[src/sv/gtkm_pkg.sv]
// Shared types and constants of the gamepad to key and mouse event block.
// Used by gtkm_ctrl, gtkm_dp and the top level; depends on nothing.
package gtkm_pkg;

	localparam int NUM_BUTTONS = 16;
	localparam int NUM_AXES = 4;
	localparam int CFG_INDEX_W = 3;
	localparam int CFG_DATA_W = 64;
	localparam int AXIS_SETUP_W = 34;
	localparam int MOUSE_CODE_LSB = 16;

	localparam logic [15:0] BUTTON_MASK = 16'((32'd1 << NUM_BUTTONS) - 32'd1);
	localparam logic [AXIS_SETUP_W-1:0] AXIS_SETUP_RESET = 34'h0_5000_6668;

	// Pending word vector: two slots per button (key, mouse button), then the move.
	localparam int EV_W = 33;
	localparam int EV_IDX_W = 6;
	localparam logic [EV_IDX_W-1:0] MOVE_SLOT = 6'd32;

	localparam int DIV_STEPS = 8;

	typedef enum logic [CFG_INDEX_W-1:0] {
		REG_KEY_CODES_LOW  = 3'd0,
		REG_KEY_CODES_HIGH = 3'd1,
		REG_KEY_ENABLE     = 3'd2,
		REG_MOUSE_MAP      = 3'd3,
		REG_AXIS_LX        = 3'd4,
		REG_AXIS_LY        = 3'd5,
		REG_AXIS_RX        = 3'd6,
		REG_AXIS_RY        = 3'd7
	} cfg_reg_t;

	typedef enum logic [1:0] {
		KIND_KEY   = 2'd0,
		KIND_MOUSE = 2'd1,
		KIND_MOVE  = 2'd2
	} event_kind_t;

	localparam logic [1:0] MOUSE_RESERVED = 2'd3;

	typedef struct packed {
		logic       load;
		logic       mul;
		logic       div;
		logic       acc;
		logic       fin;
		logic       emit;
		logic [1:0] axis;
	} dp_cmd_t;

	typedef struct packed {
		logic ev_any;
		logic out_free;
	} dp_sts_t;

endpackage

[src/sv/gtkm_ctrl.sv]
// Sequencer of the gamepad to key and mouse event block.
// Steps the shared axis unit over the four axes, then drains the event vector.
// Depends on gtkm_pkg.
module gtkm_ctrl (
	input  logic              clk,
	input  logic              arst_n,
	input  logic              in_valid,
	output logic              in_ready,
	input  gtkm_pkg::dp_sts_t sts,
	output gtkm_pkg::dp_cmd_t cmd
);
	import gtkm_pkg::*;

	typedef enum logic [5:0] {
		ST_IDLE = 6'b000001,
		ST_MUL  = 6'b000010,
		ST_DIV  = 6'b000100,
		ST_ACC  = 6'b001000,
		ST_FIN  = 6'b010000,
		ST_EMIT = 6'b100000
	} state_t;

	state_t     state_q;
	logic [1:0] axis_q;
	logic [2:0] step_q;

	assign in_ready = (state_q == ST_IDLE);

	always_comb begin
		cmd = '0;
		cmd.axis = axis_q;
		cmd.load = (state_q == ST_IDLE) && in_valid;
		cmd.mul  = (state_q == ST_MUL);
		cmd.div  = (state_q == ST_DIV);
		cmd.acc  = (state_q == ST_ACC);
		cmd.fin  = (state_q == ST_FIN);
		cmd.emit = (state_q == ST_EMIT) && sts.ev_any && sts.out_free;
	end

	always_ff @(posedge clk or negedge arst_n) begin
		if (!arst_n) begin
			state_q <= ST_IDLE;
			axis_q  <= '0;
			step_q  <= '0;
		end else begin
			unique case (state_q)
				ST_IDLE: begin
					if (in_valid) begin
						axis_q  <= '0;
						state_q <= ST_MUL;
					end
				end
				ST_MUL: begin
					step_q  <= '0;
					state_q <= ST_DIV;
				end
				ST_DIV: begin
					step_q <= step_q + 3'd1;
					if (step_q == 3'(DIV_STEPS - 1)) begin
						state_q <= ST_ACC;
					end
				end
				ST_ACC: begin
					axis_q <= axis_q + 2'd1;
					if (axis_q == 2'(NUM_AXES - 1)) begin
						state_q <= ST_FIN;
					end else begin
						state_q <= ST_MUL;
					end
				end
				ST_FIN: begin
					state_q <= ST_EMIT;
				end
				ST_EMIT: begin
					// The last word leaves when the vector empties.
					if (!sts.ev_any) begin
						state_q <= ST_IDLE;
					end
				end
				default: begin
					state_q <= ST_IDLE;
				end
			endcase
		end
	end

endmodule

[src/sv/gtkm_dp.sv]
// Datapath of the gamepad to key and mouse event block: configuration registers,
// button change detection, axis multiply and divide unit, output register.
// Depends on gtkm_pkg.
module gtkm_dp (
	input  logic                                clk,
	input  logic                                arst_n,
	input  logic                                cfg_write,
	input  logic [gtkm_pkg::CFG_INDEX_W-1:0]    cfg_index,
	input  logic [gtkm_pkg::CFG_DATA_W-1:0]     cfg_data,
	input  logic [15:0]                         button_bits,
	input  logic signed [15:0]                  left_x,
	input  logic signed [15:0]                  left_y,
	input  logic signed [15:0]                  right_x,
	input  logic signed [15:0]                  right_y,
	input  gtkm_pkg::dp_cmd_t                   cmd,
	output gtkm_pkg::dp_sts_t                   sts,
	output logic                                out_valid,
	input  logic                                out_ready,
	output logic [1:0]                          event_kind,
	output logic [7:0]                          key_code,
	output logic [1:0]                          mouse_button_code,
	output logic                                pressed,
	output logic signed [9:0]                   delta_x,
	output logic signed [9:0]                   delta_y,
	output logic                                last
);
	import gtkm_pkg::*;

	// Configuration.
	logic [63:0]             key_lo_q;
	logic [63:0]             key_hi_q;
	logic [15:0]             key_en_q;
	logic [47:0]             mouse_map_q;
	logic [AXIS_SETUP_W-1:0] axis_setup_q [NUM_AXES];

	// Sample state.
	logic [15:0]   last_btn_q;
	logic [15:0]   pr_q;
	logic [15:0]   axis_val_q [NUM_AXES];
	logic [EV_W-1:0] ev_q;

	// Axis unit.
	logic [31:0]       rem_q;
	logic [31:0]       dsh_q;
	logic [7:0]        quo_q;
	logic              neg_q;
	logic signed [9:0] dx_q;
	logic signed [9:0] dy_q;

	// Output register.
	logic              out_valid_q;
	logic [1:0]        kind_q;
	logic [7:0]        key_q;
	logic [1:0]        mcode_q;
	logic              pressed_q;
	logic signed [9:0] out_dx_q;
	logic signed [9:0] out_dy_q;
	logic              last_q;

	always_ff @(posedge clk or negedge arst_n) begin
		if (!arst_n) begin
			key_lo_q    <= '0;
			key_hi_q    <= '0;
			key_en_q    <= '0;
			mouse_map_q <= '0;
			for (int k = 0; k < NUM_AXES; k++) begin
				axis_setup_q[k] <= AXIS_SETUP_RESET;
			end
		end else if (cfg_write) begin
			unique case (cfg_index)
				REG_KEY_CODES_LOW:  key_lo_q <= cfg_data;
				REG_KEY_CODES_HIGH: key_hi_q <= cfg_data;
				REG_KEY_ENABLE:     key_en_q <= cfg_data[15:0];
				REG_MOUSE_MAP:      mouse_map_q <= cfg_data[47:0];
				REG_AXIS_LX:        axis_setup_q[0] <= cfg_data[AXIS_SETUP_W-1:0];
				REG_AXIS_LY:        axis_setup_q[1] <= cfg_data[AXIS_SETUP_W-1:0];
				REG_AXIS_RX:        axis_setup_q[2] <= cfg_data[AXIS_SETUP_W-1:0];
				REG_AXIS_RY:        axis_setup_q[3] <= cfg_data[AXIS_SETUP_W-1:0];
			endcase
		end
	end

	// Button change detection into the pending word vector.
	logic [15:0]     btn_cur;
	logic [15:0]     changed;
	logic [EV_W-1:0] ev_load;

	always_comb begin
		btn_cur = button_bits & BUTTON_MASK;
		changed = btn_cur ^ last_btn_q;
		ev_load = '0;
		for (int i = 0; i < 16; i++) begin
			ev_load[2*i]   = changed[i] & key_en_q[i];
			ev_load[2*i+1] = changed[i] & mouse_map_q[i]
				& (mouse_map_q[MOUSE_CODE_LSB + 2*i +: 2] != MOUSE_RESERVED);
		end
	end

	// Axis front end: magnitude, deadzone, sensitivity product.
	logic [15:0]             v;
	logic [AXIS_SETUP_W-1:0] setup;
	logic                    v_neg;
	logic [15:0]             v_negated;
	logic [14:0]             mag;
	logic [15:0]             a;
	logic [15:0]             dz;
	logic [15:0]             sens;
	logic [15:0]             diff;
	logic [16:0]             span;

	always_comb begin
		v         = axis_val_q[cmd.axis];
		setup     = axis_setup_q[cmd.axis];
		v_neg     = v[15];
		v_negated = 16'h0000 - v;
		// The most negative value is taken as full positive scale.
		if (v == 16'h8000) begin
			mag = 15'h7FFF;
		end else if (v_neg) begin
			mag = v_negated[14:0];
		end else begin
			mag = v[14:0];
		end
		a    = {mag, 1'b0};
		dz   = setup[17:2];
		sens = setup[33:18];
		diff = (setup[0] && (a > dz)) ? (a - dz) : 16'h0000;
		span = 17'h10000 - {1'b0, dz};
	end

	// Motion of the finished axis, signed.
	logic signed [9:0] motion;
	always_comb begin
		motion = signed'({2'b00, quo_q});
		if (neg_q) begin
			motion = -motion;
		end
	end

	// Lowest pending word.
	logic [EV_W-1:0]     ev_low;
	logic [EV_IDX_W-1:0] ev_idx;
	logic [3:0]          btn;
	logic [63:0]         key_word;
	logic [5:0]          mbase;

	always_comb begin
		ev_low = ev_q & (~ev_q + 33'd1);
		ev_idx = '0;
		for (int j = 0; j < EV_W; j++) begin
			if (ev_low[j]) begin
				ev_idx = ev_idx | EV_IDX_W'(j);
			end
		end
		btn      = ev_idx[4:1];
		key_word = btn[3] ? key_hi_q : key_lo_q;
		mbase    = 6'(MOUSE_CODE_LSB) + {1'b0, btn, 1'b0};
	end

	always_ff @(posedge clk or negedge arst_n) begin
		if (!arst_n) begin
			last_btn_q  <= '0;
			ev_q        <= '0;
			out_valid_q <= 1'b0;
		end else begin
			if (cmd.load) begin
				last_btn_q <= btn_cur;
				ev_q       <= ev_load;
			end else if (cmd.fin) begin
				ev_q[MOVE_SLOT] <= (dx_q != 10'sd0) || (dy_q != 10'sd0);
			end else if (cmd.emit) begin
				ev_q <= ev_q & ~ev_low;
			end
			if (cmd.emit) begin
				out_valid_q <= 1'b1;
			end else if (out_ready) begin
				out_valid_q <= 1'b0;
			end
		end
	end

	always_ff @(posedge clk) begin
		if (cmd.load) begin
			pr_q          <= btn_cur;
			axis_val_q[0] <= left_x;
			axis_val_q[1] <= left_y;
			axis_val_q[2] <= right_x;
			axis_val_q[3] <= right_y;
			dx_q          <= '0;
			dy_q          <= '0;
		end
		if (cmd.mul) begin
			rem_q <= 32'(diff) * 32'(sens);
			// Divisor span * 256, prealigned for the top quotient bit.
			dsh_q <= {span, 15'h0000};
			quo_q <= '0;
			neg_q <= setup[1] ^ v_neg;
		end
		if (cmd.div) begin
			if (rem_q >= dsh_q) begin
				rem_q <= rem_q - dsh_q;
				quo_q <= {quo_q[6:0], 1'b1};
			end else begin
				quo_q <= {quo_q[6:0], 1'b0};
			end
			dsh_q <= dsh_q >> 1;
		end
		if (cmd.acc) begin
			if (cmd.axis[0]) begin
				dy_q <= dy_q + motion;
			end else begin
				dx_q <= dx_q + motion;
			end
		end
		if (cmd.emit) begin
			last_q    <= ((ev_q & ~ev_low) == '0);
			kind_q    <= KIND_KEY;
			key_q     <= '0;
			mcode_q   <= '0;
			pressed_q <= 1'b0;
			out_dx_q  <= '0;
			out_dy_q  <= '0;
			if (ev_idx == MOVE_SLOT) begin
				kind_q   <= KIND_MOVE;
				out_dx_q <= dx_q;
				out_dy_q <= dy_q;
			end else if (ev_idx[0]) begin
				kind_q    <= KIND_MOUSE;
				mcode_q   <= mouse_map_q[mbase +: 2];
				pressed_q <= pr_q[btn];
			end else begin
				key_q     <= key_word[{btn[2:0], 3'b000} +: 8];
				pressed_q <= pr_q[btn];
			end
		end
	end

	assign sts.ev_any   = |ev_q;
	assign sts.out_free = !out_valid_q || out_ready;

	assign out_valid         = out_valid_q;
	assign event_kind        = kind_q;
	assign key_code          = key_q;
	assign mouse_button_code = mcode_q;
	assign pressed           = pressed_q;
	assign delta_x           = out_dx_q;
	assign delta_y           = out_dy_q;
	assign last              = last_q;

endmodule

[src/sv/gamepad_to_key_mouse_events.sv]
// Gamepad to key and mouse event block. After a sample word is accepted, the
// four stick axes pass one after another through a shared unit that takes each
// axis through one multiply, an eight-step restoring divide and one accumulate;
// the move word is then set in the pending vector and the event words leave, one
// event word per cycle while the consumer keeps out_ready high. Once the vector is
// empty the sequencer returns to idle, where the next sample word is accepted.
// Button events come first in ascending button order, key before mouse button,
// then the move word; last marks the final word of a sample, and a sample that
// causes nothing yields no word.
// Depends on gtkm_pkg, gtkm_ctrl and gtkm_dp.
module gamepad_to_key_mouse_events (
	input  logic                             clk,
	input  logic                             arst_n,
	input  logic                             cfg_write,
	input  logic [gtkm_pkg::CFG_INDEX_W-1:0] cfg_index,
	input  logic [gtkm_pkg::CFG_DATA_W-1:0]  cfg_data,
	input  logic                             in_valid,
	output logic                             in_ready,
	input  logic [15:0]                      button_bits,
	input  logic signed [15:0]               left_x,
	input  logic signed [15:0]               left_y,
	input  logic signed [15:0]               right_x,
	input  logic signed [15:0]               right_y,
	output logic                             out_valid,
	input  logic                             out_ready,
	output logic [1:0]                       event_kind,
	output logic [7:0]                       key_code,
	output logic [1:0]                       mouse_button_code,
	output logic                             pressed,
	output logic signed [9:0]                delta_x,
	output logic signed [9:0]                delta_y,
	output logic                             last
);
	import gtkm_pkg::*;

	dp_cmd_t cmd;
	dp_sts_t sts;

	gtkm_ctrl u_ctrl (
		.clk      (clk),
		.arst_n   (arst_n),
		.in_valid (in_valid),
		.in_ready (in_ready),
		.sts      (sts),
		.cmd      (cmd)
	);

	gtkm_dp u_dp (
		.clk               (clk),
		.arst_n            (arst_n),
		.cfg_write         (cfg_write),
		.cfg_index         (cfg_index),
		.cfg_data          (cfg_data),
		.button_bits       (button_bits),
		.left_x            (left_x),
		.left_y            (left_y),
		.right_x           (right_x),
		.right_y           (right_y),
		.cmd               (cmd),
		.sts               (sts),
		.out_valid         (out_valid),
		.out_ready         (out_ready),
		.event_kind        (event_kind),
		.key_code          (key_code),
		.mouse_button_code (mouse_button_code),
		.pressed           (pressed),
		.delta_x           (delta_x),
		.delta_y           (delta_y),
		.last              (last)
	);

endmodule
[config.mk]
export PLATFORM = sky130hd
export DESIGN_NAME = gamepad_to_key_mouse_events
export DESIGN_NICKNAME = d
export VERILOG_FILES = /design/src/sv/gtkm_pkg.sv /design/src/sv/gtkm_ctrl.sv /design/src/sv/gtkm_dp.sv /design/src/sv/gamepad_to_key_mouse_events.sv
export SDC_FILE = /design/constraint.sdc
export NUM_CORES = 2
export LEC_CHECK = 0
export BUFFER_PORTS_ARGS = -buffer_cell sky130_fd_sc_hd__buf_2
export CAP_MARGIN = 15
export CELL_PAD_IN_SITES_DETAIL_PLACEMENT = 0
export CELL_PAD_IN_SITES_GLOBAL_PLACEMENT = 1
export CORE_MARGIN = 3
export CORE_UTILIZATION = 35
export CTS_CLUSTER_SIZE = 24
export DETAILED_ROUTE_END_ITERATION = 8
export HOLD_SLACK_MARGIN = 0.15
export PLACE_DENSITY = 0.62
export SYNTH_ARGS = -nofsm -noshare
export SYNTH_HDL_FRONTEND = slang
export SYNTH_SLANG_ARGS = --single-unit
[constraint.sdc]
create_clock -name clk -period 14.1 [get_ports clk]
set_input_delay 0 -clock clk [delete_from_list [all_inputs] [get_ports clk]]
set_output_delay 0 -clock clk [all_outputs]
set_load 0.01 [all_outputs]
# Yosys cells after proc, flatten, opt, wreduce, memory -nomap -nowiden
# Memories as Yosys holds them, arrays and structs flattened.
# Index checks and enable logic that the tools add are counted.
classes:
  n_addsub: 11
  mul: 1
  n_lt_le_gt_ge: 4
  n_eq_ne: 45
  shifts: 2
  mux: 126
  n_bitwise: 55
  reduce_logical: 28
ops:
  columns: ["operator", "count"]
  rows:
  - ["two-way mux 34 bit", 10]
  - ["two-way mux 64 bit", 5]
  - ["two-way mux 32 bit", 6]
  - ["two-way mux 33 bit", 4]
  - ["two-way mux 10 bit", 13]
  - ["two-way mux 48 bit", 2]
  - ["two-way mux 5 bit", 17]
  - ["binary-select mux 34 bit (select 2 bit)", 1]
  - ["bitwise AND 33 bit", 2]
  - ["inverter 33 bit", 2]
  - ["two-way mux 8 bit", 8]
  - ["indexed part select 64 x 7 -> 8 bit", 1]
  - ["two-way mux 31 bit", 2]
  - ["bitwise AND 1 bit", 48]
  - ["two-way mux 16 bit", 3]
  - ["two-way mux 6 bit", 8]
  - ["indexed part select 48 x 7 -> 2 bit", 1]
  - ["two-way mux 15 bit", 3]
  - ["!= test 2 bit, second input constant", 18]
  - ["case mux 6 bit (6 select lines)", 1]
  - ["adder 33 x 1 -> 33 bit, second input constant", 1]
  - ["zero test 33 bit", 1]
  - ["OR reduction 33 bit", 1]
  - [">= comparator 32 bit", 1]
  - ["44 further kinds", 113]
totals:
  ff_bits: 532
  ramBits: 64
  in_bits: 152
  output_inout_bits: 36
  wordCells: 303
  mem_count: 1
mem_list:
  columns: ["name", "depth", "word_bits", "rd", "rd_ports_with_merged_regs", "write_ports", "line_no", "text"]
  rows:
  - ["u_dp.axis_val_q", 4, 16, 1, 0, 4, "gtkm_dp.sv:39", "logic [15:0] axis_val_q [NUM_AXES];"]

# Longest topological paths before layout
depth:
  word_depth: 42
  depth_mapped: 46
  depth_no_buf: 42

# Hierarchy
# From an unflattened synthesis, not the netlist that was laid out.
hier_totals:
  cells_unflattened: 3595
  area_unflattened_um2: 38593.3
modules_own_cells:
  columns: ["mod", "n_inst", "cells_per_inst", "area_each_um2", "seq_area_each_um2"]
  rows:
  - ["gtkm_dp", 1, 3537, 37987.7, 15189.6]
  - ["gtkm_ctrl", 1, 58, 605.6, 276.5]

# Least setup slack after synthesis
# No wires, ideal clock.
synth_path:
  path_kind: "flip-flop to flip-flop"
  start: "register u_ctrl.axis_q[1]"
  end: "register u_dp.rem_q[29]"
  setup_ns: 0.137
  arrival_time_ns: 11.207
  required_ns: 13.963
  path_slack_ns: 2.756
  path_stages_with_launch: 43
  n_path_buf: 3
  period_less_slack_ns: 11.344
  cell_sequence: "dfrtp_1 buf_2 buf_1 mux4_2 inv_1 ha_1 nand2_1 or3_4 or3_4 or3_1 or3b_1 buf_2 nand2_1 inv_1 fa_1 nor2b_1 o21ai_0 a21boi_0 [7 not listed] fa_1 fa_1 fa_1 inv_1 fa_1 inv_1 fa_1 inv_1 ha_1 a211o_1 nand2_1 nand3_1 o311ai_0 o21bai_1 a311oi_1 nor2b_1 mux2i_1 a31oi_1"
synth_between:
  elab_chain_cells: 13
  word_cells_on_any_way: 19
  classes_between: "add/sub (2); mul (1); order compare (1); eq/ne (1); mux (11); bitwise (1); reduce/logical (1); memory (1)"
synth_rtl:
  columns: ["element", "line_no", "text"]
  rows:
  - ["start, declared", "gtkm_ctrl.sv:24", "logic [1:0] axis_q;"]
  - ["start signal, assigned", "gtkm_ctrl.sv:64", "axis_q <= axis_q + 2'd1;"]
  - ["memory (4 x 16 bit)", null, null]
  - ["subtractor 1 x 15 -> 15 bit", "gtkm_dp.sv:115", "v_negated = 16'h0000 - v;"]
  - ["two-way mux 15 bit", "gtkm_dp.sv:119", "end else if (v_neg) begin"]
  - ["two-way mux 15 bit (2 in series)", "gtkm_dp.sv:117", "if (v == 16'h8000) begin"]
  - ["> comparator 16 bit", "gtkm_dp.sv:127", "diff = (setup[0] && (a > dz)) ? (a - dz) : 16'h0000;"]
  - ["logical AND 1 bit", "gtkm_dp.sv:127", null]
  - ["two-way mux 16 bit", "gtkm_dp.sv:127", null]
  - ["multiplier 16 x 16 -> 32 bit *", "gtkm_dp.sv:193", "rem_q <= 32'(diff) * 32'(sens);"]
  - ["two-way mux 32 bit *", "gtkm_dp.sv:192", "if (cmd.mul) begin"]
  - ["two-way mux 32 bit", "gtkm_dp.sv:200", "if (rem_q >= dsh_q) begin"]
  - ["two-way mux 32 bit", "gtkm_dp.sv:199", "if (cmd.div) begin"]
  - ["two-way mux 32 bit *", "gtkm_dp.sv:199", null]
  - ["end signal, assigned", "gtkm_dp.sv:193", null]
  - ["end signal, assigned", "gtkm_dp.sv:201", "rem_q <= rem_q - dsh_q;"]
  - ["end, declared", "gtkm_dp.sv:43", "logic [31:0] rem_q;"]
# Every way passes the cells marked *; elsewhere a longest branch is shown, timed or not. The select of a mux whose other input is x is not followed.
# A chain may end at the register's enable or synchronous reset.

# Worst setup path in the final report
layout_path:
  start: "register u_ctrl.axis_q[0]"
  end: "register u_dp.rem_q[31]"
# Same word-level chain as after synthesis.

==> run summary <==
Async set-reset flop share out of synthesis -> 65.3%
Critical path's most frequent cell -> fa_1
Maximum clock insertion buffer count -> 3
Largest net degree at the start of global routing -> 157
Synth area leaders -> dfrtp_1 (23%), edfxtp_1 (12%), mux2_2 (11%)
Post_cts resized -> 0
Area grow syn2layout -> 20.0%
Top Ports -> 188
Via/cell ratio -> 5.19
Final Hold Viols -> 0
TritonCTS Buffers -> 74
Placed Area -> 40,500 um2
CP max stage delay -> 0.80 ns
Share of layout cells above drive strength 1 -> 20.9%
Worst vdd rail ir drop -> 0.220 mV
Unrepaired setup endpoints after global routing -> no
Number of nets with antenna violations after routing -> 0
Clock skew -> 0.0520 ns
Kind of critical path -> reg -> reg
First-pass GRT wire length -> 174 mm
Worst-Skew Late Latency -> 0.67 ns
Total track usage -> 20.1%
Area of the mapped netlist -> 38,000 um2
Critical path's top delay family -> adder cells
Row count -> 120
Status -> finished, final reports clean
Clk sinks -> 596
Maximum clock frequency -> 77.6 MHz
Final Setup Violations -> 0
Design Area, Final -> 45,600 um2
Fin nets -> 4,418
DRC violations left -> 0
CP endpoint kind -> flop
Top-count cell post-synth -> nand2_1
Number of synthesized flops with an enable pin -> 154
Synth area leader -> dfrtp_1
CTS tree -> done
Sequential area share after synthesis -> 40.7%
Worst setup slack after layout -> 1.21 ns
Initial core utilization -> 35.4%
First-pass DRT Iterations -> 5
Setup repair bufs after CTS -> 0
Clock transition at path regs -> 0.06 ns
Primary FF master, synth -> dfrtp_1
Grt total ovfl -> 0
Initial antenna violation count -> 4
Cell Pwr Density -> 229 nW/um2
Max FO, Critical Path -> 29
Worst path slowest cell -> nor2_1
Via count -> 27,800
Hold buffer count at CTS -> 256
Drt first-iter violations -> 1,689
Sum Neg Setup Slack -> 0 ns
Pleak -> 0.0199 uW
Die area -> 113,000 um2
Wire per inst -> 20.9 um
Syn nets -> 4,011
Routability Congestion -> 0.865
Slew Viols, Final -> 0
Min Tclk post-route -> 12.89 ns
CP bufs+invs -> 5
Critical Path RT -> 14.68 ns
Dpl ws -> 1.26 ns
Max-cap viol count -> 0
Data arrival time of the worst path -> 13.47 ns
Routed Wire Length -> 112 mm
Die width -> 335 um
Hold Crit Class -> in -> reg
Vias in the first global route -> 28,900
Clk root buf -> clkbuf_16
Library cells used by synthesis -> 86
Detail Placement HPWL -> 80.2 mm
Core Box Area -> 107,000 um2
Tightest Pin Transition -> 1.17 ns
Rel. slew slack -> 21.3%
Port Buf Inserts -> 187
Top cell type's share of synthesized area -> 23.2%
FF+latch count, synth -> 596
Yosys warning total -> 0
Die Ht -> 335 um
Startpoint types -> flop
Cells after synthesis -> 3,485
Syn_area_per_cell -> 10.9 um2
H-tree depth -> 3
Final Cycle Share -> 91.4%
Synth top cells by count -> nand2_1 (382), mux2_2 (377), dfrtp_1 (352)
==> final cells by class <==
class	instances	area [um2]
antenna	2	5.00
fill	10200	61800
inverter	327	1230
tap	1403	1760
sequential	596	15500
clock inverter	29	352
multi-input combinational	2411	20800
timing repair buffer	482	3840
clock buffer	106	2160
==> cell usage in the layout (no fill, tap or decap), types with 83 or more instances in the layout <==
cell           Yosys  layout
a21oi_1           83      83
nand2_1          382     382
mux2_2           377     377
dfrtp_1          352     350
nor2_1           191     190
inv_1            325     325
edfxtp_1         154     154
o21ai_0          129     127
dlygate4sd3_1      0     256
fa_1             198     198
buf_2             17     186
ha_1             176     176
==> metrics by stage <==
step | power [uW] | hold slack [ns] | utilization [%] | std cells
finish | 10400 | 0.170 | 42.5 | 5356
CTS | 10600 | 0.151 | 42.4 | 5352
global placement | 8500 | 0.0777 | 37.7 | 4961
floorplan | 6720 | -0.296 | - | 3485
global route | 11400 | 0.163 | 42.5 | 5356
detailed placement | 8520 | 0.0736 | 37.7 | 4961
==> sequential cells by signal, summed over array words and instances, names as in the netlist, 2 cells and up <==
signal / cells
u_dp.mouse_button_code: 2
u_ctrl.axis_q: 2
u_dp.last_btn_q: 16
u_dp.event_kind: 2
u_dp.axis_val_q: 64
u_dp.rem_q: 32
u_dp.key_en_q: 16
u_dp.key_code: 8
u_dp.pr_q: 16
u_ctrl.step_q: 3
u_dp.dsh_q: 32
u_dp.axis_setup_q: 136
u_dp.dy_q: 10
u_dp.delta_y: 10
u_dp.dx_q: 10
u_dp.ev_q: 33
u_dp.key_hi_q: 64
u_dp.quo_q: 8
u_dp.delta_x: 10
u_dp.mouse_map_q: 48
u_dp.key_lo_q: 64
u_ctrl.state_q: 6
==> kinds of logic after synthesis <==
logic type,synth area share [%]
compound gates,8.65
xor+xnor,2.84
fa+ha+maj,16.3
buf+inv,4.83
flops,40.7
mux,15.3
simple gates,11.4
==> layer usage <==
layer / vias to the layer above / share of wire, % / GRT usage, %
met5: - / 0.012 / 0
met4: 2 / 2.2 / 4.81
met3: 133 / 3.6 / 2.51
met2: 562 / 50 / 34.8
met1: 14100 / 45 / 26.6
li1: 13000 / - / -
==> report_power, final <==
group	switching [uW]	total, uW	internal, uW
Sequential	260	2500	2240
Clock	816	1940	1130
Combinational	3690	6000	2310
Total	4770	10400	5680
==> final timing paths <==
check | start | endpoint | slack (ns) | cells past startpoint
hold / removal | left_x[0] | u_dp.axis_val_q[0][0] | 0.17 | 2
setup / recovery | u_ctrl.axis_q[0] | u_dp.rem_q[31] | 1.21 | 38
setup reg to reg | u_ctrl.axis_q[0] | u_dp.rem_q[31] | 1.21 | 38
max in group asynchronous | arst_n | u_ctrl.axis_q[0] | 11.75 | 5
min in group asynchronous | arst_n | u_dp.axis_setup_q[132] | 0.51 | 3
hold reg to reg | u_dp.rem_q[2] | u_dp.rem_q[2] | 0.49 | 2
==> worst reg2reg max path, delay by kind of cell, from the launching register on <==
kind	cells	cell delay (ns)
buffers and inverters	5	0.30
AO/OA/AOI/OAI	13	3.73
AND/OR/NAND/NOR	10	3.36
adder cells (fa/ha/maj)	9	4.07
flip-flops	1	0.78
multiplexers	1	0.60
No activity file was read; power rests on OpenSTA's default activity.
